**config.mk**
```make
export PLATFORM = sky130hd
export DESIGN_NAME = nine_patch_axis_layout
export DESIGN_NICKNAME = d
export VERILOG_FILES = /design/src/npal_pkg.sv /design/src/npal_cfg.sv /design/src/npal_div_cell.sv /design/src/nine_patch_axis_layout.sv
export SDC_FILE = /design/constraint.sdc
export NUM_CORES = 2
export LEC_CHECK = 0
export CORE_MARGIN = 2
export CORE_UTILIZATION = 40
export CTS_CLUSTER_DIAMETER = 50
export DETAILED_ROUTE_END_ITERATION = 12
export DONT_BUFFER_PORTS = 1
export SLEW_MARGIN = 15
export SYNTH_ARGS = -nofsm -noshare
export SYNTH_HDL_FRONTEND = slang
export SYNTH_HIERARCHICAL = 1
export SYNTH_SLANG_ARGS = --single-unit
```
**constraint.sdc**
```tcl
create_clock -name i_clk -period 14.6 [get_ports i_clk]
set_input_delay 2.19 -clock i_clk [delete_from_list [all_inputs] [get_ports i_clk]]
set_output_delay 2.19 -clock i_clk [all_outputs]
set_load 0.01 [all_outputs]
```
**src/npal_pkg.sv**
```systemverilog
`timescale 1ns / 1ps
// npal_pkg: shared codes and bus widths for the nine-patch axis layout block
// no dependencies; imported by npal_cfg and nine_patch_axis_layout

package npal_pkg;

    // configuration bus geometry
    localparam int APB_DATA_W = 32;
    localparam int APB_ADDR_W = 5;
    localparam int REG_IDX_W  = APB_ADDR_W - 2;

    // register map, one 32-bit word per register
    typedef enum logic [REG_IDX_W-1:0] {
        REG_IMAGE_SIZE    = 3'd0,
        REG_STRETCH_START = 3'd1,
        REG_STRETCH_END   = 3'd2,
        REG_PAD_START     = 3'd3,
        REG_PAD_END       = 3'd4
    } t_reg_idx;

    // content alignment codes
    typedef enum logic [1:0] {
        ALIGN_START  = 2'd0,
        ALIGN_END    = 2'd1,
        ALIGN_CENTER = 2'd2
    } t_align;

endpackage

```
**src/npal_cfg.sv**
```systemverilog
`timescale 1ns / 1ps
// npal_cfg: APB-style register file holding the axis geometry
// depends on npal_pkg for the register map and bus widths

module npal_cfg
    import npal_pkg::*;
#(
    parameter int COORD_BITS = 12
) (
    input  logic                  i_clk,
    input  logic                  i_rst_n,
    input  logic                  psel,
    input  logic                  penable,
    input  logic                  pwrite,
    input  logic [APB_ADDR_W-1:0] paddr,
    input  logic [APB_DATA_W-1:0] pwdata,
    output logic [APB_DATA_W-1:0] prdata,
    output logic                  pready,
    output logic [COORD_BITS-1:0] o_image_size,
    output logic [COORD_BITS-1:0] o_stretch_start,
    output logic [COORD_BITS-1:0] o_stretch_end,
    output logic [COORD_BITS-1:0] o_pad_start,
    output logic [COORD_BITS-1:0] o_pad_end
);

    logic [REG_IDX_W-1:0]  w_idx;
    logic                  w_wr;
    logic [COORD_BITS-1:0] r_image_size, n_image_size;
    logic [COORD_BITS-1:0] r_stretch_start, n_stretch_start;
    logic [COORD_BITS-1:0] r_stretch_end, n_stretch_end;
    logic [COORD_BITS-1:0] r_pad_start, n_pad_start;
    logic [COORD_BITS-1:0] r_pad_end, n_pad_end;

    // word index and write strobe of the access phase
    assign w_idx  = paddr[APB_ADDR_W-1:2];
    assign w_wr   = psel & penable & pwrite & pready;
    assign pready = 1'b1;

    // register write decode
    always_comb begin
        n_image_size    = r_image_size;
        n_stretch_start = r_stretch_start;
        n_stretch_end   = r_stretch_end;
        n_pad_start     = r_pad_start;
        n_pad_end       = r_pad_end;
        if (w_wr) begin
            unique case (t_reg_idx'(w_idx))
                REG_IMAGE_SIZE:    n_image_size    = pwdata[COORD_BITS-1:0];
                REG_STRETCH_START: n_stretch_start = pwdata[COORD_BITS-1:0];
                REG_STRETCH_END:   n_stretch_end   = pwdata[COORD_BITS-1:0];
                REG_PAD_START:     n_pad_start     = pwdata[COORD_BITS-1:0];
                REG_PAD_END:       n_pad_end       = pwdata[COORD_BITS-1:0];
                default: ;
            endcase
        end
    end

    always_ff @(posedge i_clk) begin
        if (!i_rst_n) begin
            r_image_size    <= '0;
            r_stretch_start <= '0;
            r_stretch_end   <= '0;
            r_pad_start     <= '0;
            r_pad_end       <= '0;
        end else begin
            r_image_size    <= n_image_size;
            r_stretch_start <= n_stretch_start;
            r_stretch_end   <= n_stretch_end;
            r_pad_start     <= n_pad_start;
            r_pad_end       <= n_pad_end;
        end
    end

    // read mux
    always_comb begin
        unique case (t_reg_idx'(w_idx))
            REG_IMAGE_SIZE:    prdata = APB_DATA_W'(r_image_size);
            REG_STRETCH_START: prdata = APB_DATA_W'(r_stretch_start);
            REG_STRETCH_END:   prdata = APB_DATA_W'(r_stretch_end);
            REG_PAD_START:     prdata = APB_DATA_W'(r_pad_start);
            REG_PAD_END:       prdata = APB_DATA_W'(r_pad_end);
            default:           prdata = '0;
        endcase
    end

    assign o_image_size    = r_image_size;
    assign o_stretch_start = r_stretch_start;
    assign o_stretch_end   = r_stretch_end;
    assign o_pad_start     = r_pad_start;
    assign o_pad_end       = r_pad_end;

endmodule

```
**src/npal_div_cell.sv**
```systemverilog
`timescale 1ns / 1ps
// npal_div_cell: one restoring-division step for two lanes sharing a divisor
// no package dependencies; chained COORD_BITS times in nine_patch_axis_layout

module npal_div_cell #(
    parameter int COORD_BITS = 12,
    parameter int SIDE_W     = 1
) (
    input  logic                    i_clk,
    input  logic                    i_rst_n,
    input  logic                    i_valid,
    output logic                    o_ready,
    input  logic [COORD_BITS:0]     i_div,
    input  logic [2*COORD_BITS:0]   i_acc_a,
    input  logic [2*COORD_BITS:0]   i_acc_b,
    input  logic [SIDE_W-1:0]       i_side,
    output logic                    o_valid,
    input  logic                    i_ready,
    output logic [COORD_BITS:0]     o_div,
    output logic [2*COORD_BITS:0]   o_acc_a,
    output logic [2*COORD_BITS:0]   o_acc_b,
    output logic [SIDE_W-1:0]       o_side
);

    localparam int ACC_W = 2 * COORD_BITS + 1;

    logic                  r_valid;
    logic [COORD_BITS:0]   r_div;
    logic [ACC_W-1:0]      r_acc_a, n_acc_a;
    logic [ACC_W-1:0]      r_acc_b, n_acc_b;
    logic [SIDE_W-1:0]     r_side;
    logic                  w_load;

    // shift the partial remainder left one bit, subtract the divisor if it fits,
    // and shift the quotient bit into the low end
    function automatic logic [ACC_W-1:0] div_step(
        input logic [ACC_W-1:0]    acc,
        input logic [COORD_BITS:0] div
    );
        logic [ACC_W:0]        sh;
        logic [COORD_BITS+1:0] hi;
        logic [COORD_BITS+1:0] d_ext;
        logic [ACC_W-1:0]      res;
        sh    = {acc, 1'b0};
        hi    = sh[ACC_W:COORD_BITS];
        d_ext = {1'b0, div};
        res   = {hi[COORD_BITS:0], sh[COORD_BITS-1:0]};
        if (hi >= d_ext) begin
            hi  = hi - d_ext;
            res = {hi[COORD_BITS:0], sh[COORD_BITS-1:1], 1'b1};
        end
        return res;
    endfunction

    // stage handshake: hold while the neighbor stalls
    assign o_ready = !r_valid || i_ready;
    assign w_load  = i_valid && o_ready;

    assign n_acc_a = div_step(i_acc_a, i_div);
    assign n_acc_b = div_step(i_acc_b, i_div);

    always_ff @(posedge i_clk) begin
        if (!i_rst_n) begin
            r_valid <= 1'b0;
        end else if (o_ready) begin
            r_valid <= i_valid;
        end
    end

    always_ff @(posedge i_clk) begin
        if (w_load) begin
            r_div   <= i_div;
            r_acc_a <= n_acc_a;
            r_acc_b <= n_acc_b;
            r_side  <= i_side;
        end
    end

    assign o_valid = r_valid;
    assign o_div   = r_div;
    assign o_acc_a = r_acc_a;
    assign o_acc_b = r_acc_b;
    assign o_side  = r_side;

    // partial remainders always stay below the divisor
    a_rem_below_div: assert property (@(posedge i_clk) disable iff (!i_rst_n)
        r_valid && (r_div != '0) |->
            (r_acc_a[ACC_W-1:COORD_BITS] < r_div) && (r_acc_b[ACC_W-1:COORD_BITS] < r_div))
        else $error("division cell remainder not below divisor");

    // a stalled cell keeps its transaction intact
    a_stall_holds: assert property (@(posedge i_clk) disable iff (!i_rst_n)
        r_valid && !i_ready |=>
            r_valid && $stable(r_acc_a) && $stable(r_acc_b) && $stable(r_div))
        else $error("division cell lost state while stalled");

endmodule

```
**src/nine_patch_axis_layout.sv**
```systemverilog
`timescale 1ns / 1ps
// nine_patch_axis_layout: one-axis nine-patch layout, fully pipelined
// path: input register, stages 2 and 3, the division cells, then stages F1, F2, F3
// throughput: one transaction per cycle unless stalled; the rounded pad scaling
//   runs through a row of COORD_BITS division stages, one quotient bit per cell
// reset: synchronous, clears all stage valid bits and the geometry registers to zero
// depends on npal_pkg, npal_cfg, npal_div_cell

module nine_patch_axis_layout
    import npal_pkg::*;
#(
    parameter int COORD_BITS = 12
) (
    input  logic                         i_clk,
    input  logic                         i_rst_n,
    input  logic                         psel,
    input  logic                         penable,
    input  logic                         pwrite,
    input  logic [APB_ADDR_W-1:0]        paddr,
    input  logic [APB_DATA_W-1:0]        pwdata,
    output logic [APB_DATA_W-1:0]        prdata,
    output logic                         pready,
    input  logic                         i_valid,
    output logic                         o_ready,
    input  logic [COORD_BITS-1:0]        i_draw_size,
    input  logic [1:0]                   i_align,
    input  logic [COORD_BITS-1:0]        i_content_size,
    output logic                         o_valid,
    input  logic                         i_ready,
    output logic signed [COORD_BITS+1:0] o_position,
    output logic [COORD_BITS:0]          o_scaled_pad_start,
    output logic [COORD_BITS:0]          o_scaled_pad_end,
    output logic [COORD_BITS:0]          o_pad_size,
    output logic [COORD_BITS-1:0]        o_stretch_size
);

    localparam int ACC_W  = 2 * COORD_BITS + 1;
    localparam int EDGE_W = COORD_BITS + 1;
    localparam int POS_W  = COORD_BITS + 2;
    localparam int SIDE_W = 2 + COORD_BITS + 2 * EDGE_W + 2 + COORD_BITS;

    // geometry registers
    logic [COORD_BITS-1:0] w_image_size, w_stretch_start, w_stretch_end;
    logic [COORD_BITS-1:0] w_pad_start, w_pad_end;

    npal_cfg #(
        .COORD_BITS (COORD_BITS)
    ) u_cfg (
        .i_clk           (i_clk),
        .i_rst_n         (i_rst_n),
        .psel            (psel),
        .penable         (penable),
        .pwrite          (pwrite),
        .paddr           (paddr),
        .pwdata          (pwdata),
        .prdata          (prdata),
        .pready          (pready),
        .o_image_size    (w_image_size),
        .o_stretch_start (w_stretch_start),
        .o_stretch_end   (w_stretch_end),
        .o_pad_start     (w_pad_start),
        .o_pad_end       (w_pad_end)
    );

    // static quantities derived from the geometry
    logic [COORD_BITS-1:0] w_swa;
    logic [COORD_BITS-1:0] w_tail;
    logic [COORD_BITS:0]   w_lim;

    assign w_swa  = (w_stretch_end > w_stretch_start) ? (w_stretch_end - w_stretch_start) : '0;
    assign w_tail = (w_image_size > w_stretch_end) ? (w_image_size - w_stretch_end) : '0;
    assign w_lim  = {1'b0, w_stretch_start} + {1'b0, w_tail};

    // stage 1: input register
    logic                  r_s1_valid, w_s1_ready;
    logic [COORD_BITS-1:0] r_s1_draw, r_s1_content;
    logic [1:0]            r_s1_align;
    logic                  w_s2_ready;

    assign w_s1_ready = !r_s1_valid || w_s2_ready;
    assign o_ready    = w_s1_ready;

    always_ff @(posedge i_clk) begin
        if (!i_rst_n) begin
            r_s1_valid <= 1'b0;
        end else if (w_s1_ready) begin
            r_s1_valid <= i_valid;
        end
    end

    always_ff @(posedge i_clk) begin
        if (i_valid && w_s1_ready) begin
            r_s1_draw    <= i_draw_size;
            r_s1_align   <= i_align;
            r_s1_content <= i_content_size;
        end
    end

    // stage 2: stretch size at the drawn size
    logic                  r_s2_valid, r_s2_natural, n_s2_natural;
    logic [COORD_BITS-1:0] r_s2_swb, n_s2_swb;
    logic [COORD_BITS-1:0] r_s2_content;
    logic [1:0]            r_s2_align;
    logic [COORD_BITS-1:0] w_diff;
    logic                  w_s3_ready;

    // only used when the draw size exceeds the limit, so the low bits suffice
    assign n_s2_natural = (r_s1_draw == '0) || (r_s1_draw == w_image_size);
    assign w_diff       = r_s1_draw - w_lim[COORD_BITS-1:0];
    assign n_s2_swb     = n_s2_natural ? w_swa :
                          (({1'b0, r_s1_draw} > w_lim) ? w_diff : '0);
    assign w_s2_ready   = !r_s2_valid || w_s3_ready;

    always_ff @(posedge i_clk) begin
        if (!i_rst_n) begin
            r_s2_valid <= 1'b0;
        end else if (w_s2_ready) begin
            r_s2_valid <= r_s1_valid;
        end
    end

    always_ff @(posedge i_clk) begin
        if (r_s1_valid && w_s2_ready) begin
            r_s2_natural <= n_s2_natural;
            r_s2_swb     <= n_s2_swb;
            r_s2_align   <= r_s1_align;
            r_s2_content <= r_s1_content;
        end
    end

    // stage 3: classify pad edges, form the rounded-division numerators
    logic [COORD_BITS-1:0]   w_pad [2];
    logic [1:0]              w_below, w_inside;
    logic [COORD_BITS-1:0]   w_x [2];
    logic [2*COORD_BITS-1:0] w_prod [2];
    logic [EDGE_W-1:0]       w_above [2];
    logic [ACC_W-1:0]        n_s3_acc [2];
    logic [EDGE_W-1:0]       n_s3_base [2];

    assign w_pad[0] = w_pad_start;
    assign w_pad[1] = w_pad_end;

    for (genvar L = 0; L < 2; L++) begin : g_edge
        assign w_below[L]   = r_s2_natural || (w_pad[L] <= w_stretch_start);
        assign w_inside[L]  = !w_below[L] && (w_pad[L] < w_stretch_end);
        assign w_x[L]       = w_pad[L] - w_stretch_start;
        assign w_prod[L]    = (2*COORD_BITS)'(r_s2_swb) * (2*COORD_BITS)'(w_x[L]);
        assign n_s3_acc[L]  = w_inside[L] ? ({w_prod[L], 1'b0} + ACC_W'(w_swa)) : '0;
        assign w_above[L]   = EDGE_W'(w_stretch_start) + EDGE_W'(r_s2_swb)
                            + EDGE_W'(w_pad[L]) - EDGE_W'(w_stretch_end);
        assign n_s3_base[L] = w_below[L] ? EDGE_W'(w_pad[L]) :
                              (w_inside[L] ? EDGE_W'(w_stretch_start) : w_above[L]);
    end

    logic                r_s3_valid;
    logic [ACC_W-1:0]    r_s3_acc [2];
    logic [COORD_BITS:0] r_s3_div;
    logic [SIDE_W-1:0]   r_s3_side;
    logic                w_row_ready;

    assign w_s3_ready = !r_s3_valid || w_row_ready;

    always_ff @(posedge i_clk) begin
        if (!i_rst_n) begin
            r_s3_valid <= 1'b0;
        end else if (w_s3_ready) begin
            r_s3_valid <= r_s2_valid;
        end
    end

    always_ff @(posedge i_clk) begin
        if (r_s2_valid && w_s3_ready) begin
            r_s3_acc  <= n_s3_acc;
            r_s3_div  <= {w_swa, 1'b0};
            r_s3_side <= {r_s2_align, r_s2_content, n_s3_base[0], n_s3_base[1],
                          w_inside[0], w_inside[1], r_s2_swb};
        end
    end

    // division row: one quotient bit per cell
    logic                w_cv [COORD_BITS+1];
    logic                w_cr [COORD_BITS+1];
    logic [COORD_BITS:0] w_div [COORD_BITS+1];
    logic [ACC_W-1:0]    w_acc_a [COORD_BITS+1];
    logic [ACC_W-1:0]    w_acc_b [COORD_BITS+1];
    logic [SIDE_W-1:0]   w_side [COORD_BITS+1];
    logic                w_f1_ready;

    assign w_cv[0]    = r_s3_valid;
    assign w_div[0]   = r_s3_div;
    assign w_acc_a[0] = r_s3_acc[0];
    assign w_acc_b[0] = r_s3_acc[1];
    assign w_side[0]  = r_s3_side;
    assign w_row_ready = w_cr[0];
    assign w_cr[COORD_BITS] = w_f1_ready;

    for (genvar k = 0; k < COORD_BITS; k++) begin : g_cell
        npal_div_cell #(
            .COORD_BITS (COORD_BITS),
            .SIDE_W     (SIDE_W)
        ) u_cell (
            .i_clk   (i_clk),
            .i_rst_n (i_rst_n),
            .i_valid (w_cv[k]),
            .o_ready (w_cr[k]),
            .i_div   (w_div[k]),
            .i_acc_a (w_acc_a[k]),
            .i_acc_b (w_acc_b[k]),
            .i_side  (w_side[k]),
            .o_valid (w_cv[k+1]),
            .i_ready (w_cr[k+1]),
            .o_div   (w_div[k+1]),
            .o_acc_a (w_acc_a[k+1]),
            .o_acc_b (w_acc_b[k+1]),
            .o_side  (w_side[k+1])
        );
    end

    // stage F1: scaled pad edges
    logic [1:0]            w_row_align;
    logic [COORD_BITS-1:0] w_row_content, w_row_swb;
    logic [EDGE_W-1:0]     w_row_base_s, w_row_base_e;
    logic                  w_row_ins_s, w_row_ins_e;
    logic [EDGE_W-1:0]     n_f1_ps, n_f1_pe;

    assign {w_row_align, w_row_content, w_row_base_s, w_row_base_e,
            w_row_ins_s, w_row_ins_e, w_row_swb} = w_side[COORD_BITS];

    assign n_f1_ps = w_row_base_s +
                     (w_row_ins_s ? {1'b0, w_acc_a[COORD_BITS][COORD_BITS-1:0]} : '0);
    assign n_f1_pe = w_row_base_e +
                     (w_row_ins_e ? {1'b0, w_acc_b[COORD_BITS][COORD_BITS-1:0]} : '0);

    logic                  r_f1_valid;
    logic [EDGE_W-1:0]     r_f1_ps, r_f1_pe;
    logic [1:0]            r_f1_align;
    logic [COORD_BITS-1:0] r_f1_content, r_f1_swb;
    logic                  w_f2_ready;

    assign w_f1_ready = !r_f1_valid || w_f2_ready;

    always_ff @(posedge i_clk) begin
        if (!i_rst_n) begin
            r_f1_valid <= 1'b0;
        end else if (w_f1_ready) begin
            r_f1_valid <= w_cv[COORD_BITS];
        end
    end

    always_ff @(posedge i_clk) begin
        if (w_cv[COORD_BITS] && w_f1_ready) begin
            r_f1_ps      <= n_f1_ps;
            r_f1_pe      <= n_f1_pe;
            r_f1_align   <= w_row_align;
            r_f1_content <= w_row_content;
            r_f1_swb     <= w_row_swb;
        end
    end

    // stage F2: pad size, clamped at zero
    logic                  r_f2_valid;
    logic [EDGE_W-1:0]     r_f2_ps, r_f2_pe, r_f2_psize, n_f2_psize;
    logic [1:0]            r_f2_align;
    logic [COORD_BITS-1:0] r_f2_content, r_f2_swb;
    logic                  w_f3_ready;

    assign n_f2_psize = (r_f1_pe > r_f1_ps) ? (r_f1_pe - r_f1_ps) : '0;
    assign w_f2_ready = !r_f2_valid || w_f3_ready;

    always_ff @(posedge i_clk) begin
        if (!i_rst_n) begin
            r_f2_valid <= 1'b0;
        end else if (w_f2_ready) begin
            r_f2_valid <= r_f1_valid;
        end
    end

    always_ff @(posedge i_clk) begin
        if (r_f1_valid && w_f2_ready) begin
            r_f2_ps      <= r_f1_ps;
            r_f2_pe      <= r_f1_pe;
            r_f2_psize   <= n_f2_psize;
            r_f2_align   <= r_f1_align;
            r_f2_content <= r_f1_content;
            r_f2_swb     <= r_f1_swb;
        end
    end

    // stage F3: aligned position, output register
    logic [POS_W-1:0] n_f3_pos;

    always_comb begin
        unique case (t_align'(r_f2_align))
            ALIGN_START:  n_f3_pos = POS_W'(r_f2_ps);
            ALIGN_END:    n_f3_pos = POS_W'(r_f2_pe) - POS_W'(r_f2_content);
            ALIGN_CENTER: n_f3_pos = POS_W'(r_f2_ps) + POS_W'(r_f2_psize >> 1)
                                   - POS_W'(r_f2_content >> 1);
            default:      n_f3_pos = '0;
        endcase
    end

    logic                  r_f3_valid;
    logic [POS_W-1:0]      r_f3_pos;
    logic [EDGE_W-1:0]     r_f3_ps, r_f3_pe, r_f3_psize;
    logic [COORD_BITS-1:0] r_f3_swb;

    assign w_f3_ready = !r_f3_valid || i_ready;

    always_ff @(posedge i_clk) begin
        if (!i_rst_n) begin
            r_f3_valid <= 1'b0;
        end else if (w_f3_ready) begin
            r_f3_valid <= r_f2_valid;
        end
    end

    always_ff @(posedge i_clk) begin
        if (r_f2_valid && w_f3_ready) begin
            r_f3_pos   <= n_f3_pos;
            r_f3_ps    <= r_f2_ps;
            r_f3_pe    <= r_f2_pe;
            r_f3_psize <= r_f2_psize;
            r_f3_swb   <= r_f2_swb;
        end
    end

    assign o_valid            = r_f3_valid;
    assign o_position         = r_f3_pos;
    assign o_scaled_pad_start = r_f3_ps;
    assign o_scaled_pad_end   = r_f3_pe;
    assign o_pad_size         = r_f3_psize;
    assign o_stretch_size     = r_f3_swb;

    // an accepted transaction always lands in the first stage
    a_accept_lands: assert property (@(posedge i_clk) disable iff (!i_rst_n)
        i_valid && o_ready |=> r_s1_valid)
        else $error("accepted transaction missing from input stage");

    // a nonzero pad size implies ordered scaled edges
    a_pad_order: assert property (@(posedge i_clk) disable iff (!i_rst_n)
        o_valid && (o_pad_size != '0) |-> (o_scaled_pad_end > o_scaled_pad_start))
        else $error("pad size inconsistent with scaled edges");

    // an empty output register always takes the transaction behind it
    a_tail_drains: assert property (@(posedge i_clk) disable iff (!i_rst_n)
        r_f2_valid && !r_f3_valid |=> r_f3_valid)
        else $error("output register failed to take a waiting transaction");

endmodule
```
# Word-level counts from Yosys, hierarchy flattened
# Cells that the tools add are included.
[op_classes]
n_addsub = 41
mul = 2
n_lt_le_gt_ge = 32
n_eq_ne = 7
n_mux = 36
bitwise_logic = 2
reduce_logical = 71
[op_table]
columns = ["op", "n"]
rows = [
  ["two-way mux 25 bit", 22],
  ["greater-or-equal comparator 14 x 13 -> 1 bit", 24],
  ["subtractor 13 bit", 23],
  ["two-way mux 12 bit", 10],
  ["case mux 12 bit (5 select lines)", 1],
  ["subtractor 12 bit", 5],
  ["adder 13 x 12 -> 13 bit", 4],
  ["adder 25 x 12 -> 25 bit", 2],
  ["multiplier 12 x 12 -> 24 bit", 2],
  ["case mux 14 bit (3 select lines)", 1],
  ["adder 12 x 12 -> 13 bit", 2],
  ["subtractor 13 x 12 -> 13 bit", 2],
  ["greater-than comparator 12 bit", 2],
  ["<= comparator 12 bit", 2],
  ["< comparator 12 bit", 2],
  ["logical OR 1 bit", 21],
  ["logical AND 1 bit", 20],
  ["zero test 1 bit", 20],
  ["adder 13 x 12 -> 14 bit", 1],
  ["subtractor 13 x 12 -> 14 bit", 1],
  ["subtractor 14 x 11 -> 14 bit", 1],
  ["greater-than comparator 12 x 13 -> 1 bit", 1],
  ["greater-than comparator 13 bit", 1],
  ["== test 12 bit", 1],
  ["12 further kinds", 20],
]
[totals]
ff_bits = 1783
in_bits = 70

# Logic depth before layout (Yosys ltp)
[depth]
ltp_word = 20
mapped_depth = 36
ltp_nobuf = 35

# Cells and area by module
# The synthesis kept the hierarchy.
[modules_own_cells]
columns = ["module", "n_inst", "cells_each", "area_per_inst_um2"]
rows = [
  ["npal_div_cell at g_cell[11].u_cell ...", 10, 343, 5271.3],
  ["nine_patch_axis_layout", 1, 3028, 31119.8],
  ["npal_div_cell at g_cell[10].u_cell", 1, 367, 5240.0],
  ["npal_div_cell at g_cell[0].u_cell", 1, 333, 5154.9],
  ["npal_cfg", 1, 297, 2880.3],
]

# Worst setup path after synthesis
# Ideal clock, no wire load.
[synth_timing]
path_kind = "input port to flip-flop"
from = "input i_ready"
to = "register r_s3_acc[0] (netlist name) (enable)"
setup_ns = 0.606
arrival_time_ns = 8.952
required_time_ns = 13.994
slack_ns = 5.042
stages = 16
path_buffers = 0
cell_sequence = "nor2b_1 nand3_1 nand2b_1 nand2b_1 nand2b_1 nand2b_1 nand2b_1 nand2b_1 nand2b_1 nand2b_1 nand2b_1 nand2b_1 nand2b_1 nand2b_1 nor2b_1 nor2b_1"
[synth_rtl]
columns = ["item", "line_no", "rtl"]
rows = [
  ["start, declared", "nine_patch_axis_layout.sv:29", "input logic i_ready,"],
  ["end signal, assigned", "nine_patch_axis_layout.sv:173", "r_s3_acc <= n_s3_acc;"],
  ["end, declared", "nine_patch_axis_layout.sv:156", "logic [ACC_W-1:0] r_s3_acc [2];"],
]

# Worst setup path in the final report
[layout_timing]
from = "register u_cfg.r_stretch_start[1], in the netlist u_cfg/o_stretch_start[1]"
to = "register r_s3_acc[24] (netlist name), data pin"
[layout_via]
elab_chain_cells = 4
[layout_lines]
columns = ["item", "line_no", "rtl"]
rows = [
  ["start, declared", "npal_cfg.sv:29", "logic [COORD_BITS-1:0] r_stretch_start, n_stretch_start;"],
  ["start signal, assigned", "npal_cfg.sv:67", "r_stretch_start <= n_stretch_start;"],
  ["branches (longest 4 deep; another with adder 25 x 12 -> 25 bit)", "--", ""],
]
# Several ways; the timed one is not identified.
# A chain may end at the register's enable or synchronous reset.

==> flow_summary.ini <==
[critical_path]
worstPathMaxFanout = 12
regToRegSetupSlack_ps = 4850
cp.required_ps = 15140
slowest_stage = dfxtp_1
cp-start-kind = flip-flop
reg2reg_depth = 29
critical_path_arrival_ps = 10290
path_class = flip-flop to flip-flop
r2r-start = u_cfg/o_stretch_start[1]$_SDFFE_PN0P_
rr_endpoint = r_s3_acc[24]$_SDFFCE_PN0P_
cpPeakStageDelay_ps = 770
cpMostUsedCell = fa_1
cp-end-kind = flip-flop

[detailed_routing]
drt-met1-wl_mm = 91.91
top_layer = met4
drt-vias-per-instance = 5.123
wirelength_mm = 204.6
wire_per_inst_um = 19.10
remaining_drc_errors = 0
dr_wl_met2_mm = 97.35
vias = 54874
wl_met3_mm = 8.522
drtIter0Drc = 3347
dr.pass1.iters = 5
antenna_left = 0

[min_path]
whs_endpoint = g_cell[7].u_cell/o_side[32]$_DFFE_PP_
holdCritStartpoint = g_cell[6].u_cell/o_side[32]$_DFFE_PP_
hold_class = flip-flop to flip-flop
worstHoldPathCells = 0

[sta]
tns_ps = 0
worst_pin_slew_ps = 1212
finalClockSkew_ps = 89.75
finalHoldViolations = 0
period_needed_ps = 9746
setup_viol = 0
fmax_mhz = 102.6
min_period_over_period_pct = 66.75
grt_setup_unrepaired = false
slew_viol_final = 0
max_slew_margin_pct = 18.88

[power]
p_switching_w = 0.002681
power_density_nw_per_um2 = 110.6
seqPwrFrac_pct = 48.3
p_leak_nw = 39.90
ir_drop_mv = 0.1183
sw_frac_of_total_pct = 22.96
p_int_w = 0.008992
fin_total_pwr_w = 0.01167
p_clk_share_pct = 43.7
p_comb_share_pct = 8.0

[cts]
cts.path.max_buffers = 3
root_buffer = clkbuf_16
clkTransAtPathRegs_ps = 60
htreeDepth = 4
post_cts_resized = 0
postCtsSetupRepairBufs = 0
cts_buffers = 202
cts_sinks = 1794
postCtsHoldBufs = 0
cts_tree = yes
clk_latency_ps = 850

[yosys]
synth.cell_area_sq_um = 94960
ys_warn_count = 6
avgSynthCellArea_sq_um = 13.04
synth_cells = 7282

[global_routing]
grt_overflow = 0
grt_antenna_before_repair = 3
grt_max_degree = 91
grt_pass1_wl_mm = 318.2
grt_usage_pct = 16.76
grt_pass1_vias = 55345

[floorplanning]
die_h_um = 491.3
fp-row-count = 178
core_region_area_sq_um = 235600
start_util_pct = 40.30
io_pins = 170
dieArea_sq_um = 241300
die_w_um = 491.3

[status]
status = finished, final reports clean

[layout]
syn_to_final_growth_pct = 11.16
fillers = 21122
final_nets = 8379
drive_gt1_share_pct = 9.672

[placement]
place_congestion = 0.8867
hpwlAfterDp_mm = 152.7
port_buffers = 0

[flow_run]
cap_violations = 0
layout by cell type (no fill, tap or decap), types with 35 or more instances in the layout:
| cell | instances |
|---|---|
| fa_1 | 272 |
| o22ai_1 | 47 |
| nand2_1 | 404 |
| a211oi_1 | 69 |
| o21ai_0 | 194 |
| a21o_1 | 150 |
| nor2b_1 | 92 |
| buf_4 | 61 |
| nand2b_1 | 97 |
| mux2i_1 | 145 |
| clkbuf_16 | 203 |
| dfxtp_1 | 78 |
| nor2_1 | 388 |
| nor3_1 | 94 |
| clkinv_2 | 39 |
| a21oi_1 | 350 |
| o21a_1 | 105 |
| xor2_1 | 121 |
| xnor2_1 | 269 |
| mux2_4 | 56 |
| a31oi_1 | 35 |
| mux2_2 | 163 |
| inv_1 | 769 |
| edfxtp_1 | 1716 |
| nand4_1 | 58 |
| ha_1 | 653 |
| nand3_1 | 87 |
| and2_1 | 137 |
state kept, by name (all words and copies together), names as in the netlist, 14 cells and up:
name	cells
g_cell.u_cell/o_div	143
g_cell.u_cell/o_side	648
g_cell.u_cell/o_acc_b	287
g_cell.u_cell/o_acc_a	287
o_position	14
r_s3_acc	50
r_s3_side	54
worst max path at each step:
stage	slack (ps)	end	startpoint	cells after the start
floorplan	5040	r_s3_acc[0]$_SDFFCE_PN0P_	i_ready	16
global placement	4710	r_s3_acc[24]$_SDFFCE_PN0P_	u_cfg/o_stretch_start[1]$_SDFFE_PN0P_	30
detailed placement	4680	r_s3_acc[24]$_SDFFCE_PN0P_	u_cfg/o_stretch_start[1]$_SDFFE_PN0P_	30
CTS	4640	r_s3_acc[24]$_SDFFCE_PN0P_	u_cfg/o_stretch_start[1]$_SDFFE_PN0P_	30
global route	4230	r_s3_acc[24]$_SDFFCE_PN0P_	u_cfg/o_stretch_start[1]$_SDFFE_PN0P_	29
finish	4850	r_s3_acc[24]$_SDFFCE_PN0P_	u_cfg/o_stretch_start[1]$_SDFFE_PN0P_	29
through the flow:
step / std cells / cell area [sq um] / hold slack [ps] / utilization (%) / worst slack (ps)
final: 10711 / 105600 / 364.8 / 44.80 / 4854
after CTS: 10703 / 105400 / 359.6 / 44.75 / 4645
after global routing: 10709 / 105600 / 369.1 / 44.80 / 4226
after detailed placement: 10325 / 98500 / 404.5 / 41.80 / 4679
after global placement: 10325 / 98500 / 400.3 / 41.80 / 4711
after floorplan: 7303 / 95040 / 400.3 / - / 5042
worst max-delay path: cells and delay by family (launching register included):
family | cells | cell delay (ps)
buf+inv | 4 | 500
flops | 1 | 770
xor+xnor | 3 | 950
simple gates | 6 | 1390
compound gates | 9 | 2330
fa+ha+maj | 7 | 3510
power by group through the flow:
stage               clock (W)  sequential, W  combinational (W)
finish                0.00510        0.00564           0.000934
global placement            0        0.00574           0.000919
floorplan                   0        0.00573           0.000746
CTS                   0.00525        0.00564           0.000937
detailed placement          0        0.00574           0.000928
global route          0.00546        0.00564            0.00106
area by class of cell:
class	instances	area [sq um]	area share, %
repair buffers	66	530.5	0.5025
multi-input cells	4551	38160	36.15
clock buffers	229	5177	4.905
clock inverters	149	1773	1.680
flip-flops and latches	1794	53090	50.29
well taps	3150	3941	3.734
diodes	3	7.507	0.007112
inverters	769	2887	2.734
layer usage:
metal,GRT usage (%),up-vias
met5,0,-
li1,-,26573
met1,22.33,26764
met3,2.507,344
met4,5.692,0
met2,27.93,1193
No activity file was read; power rests on OpenSTA's default activity.
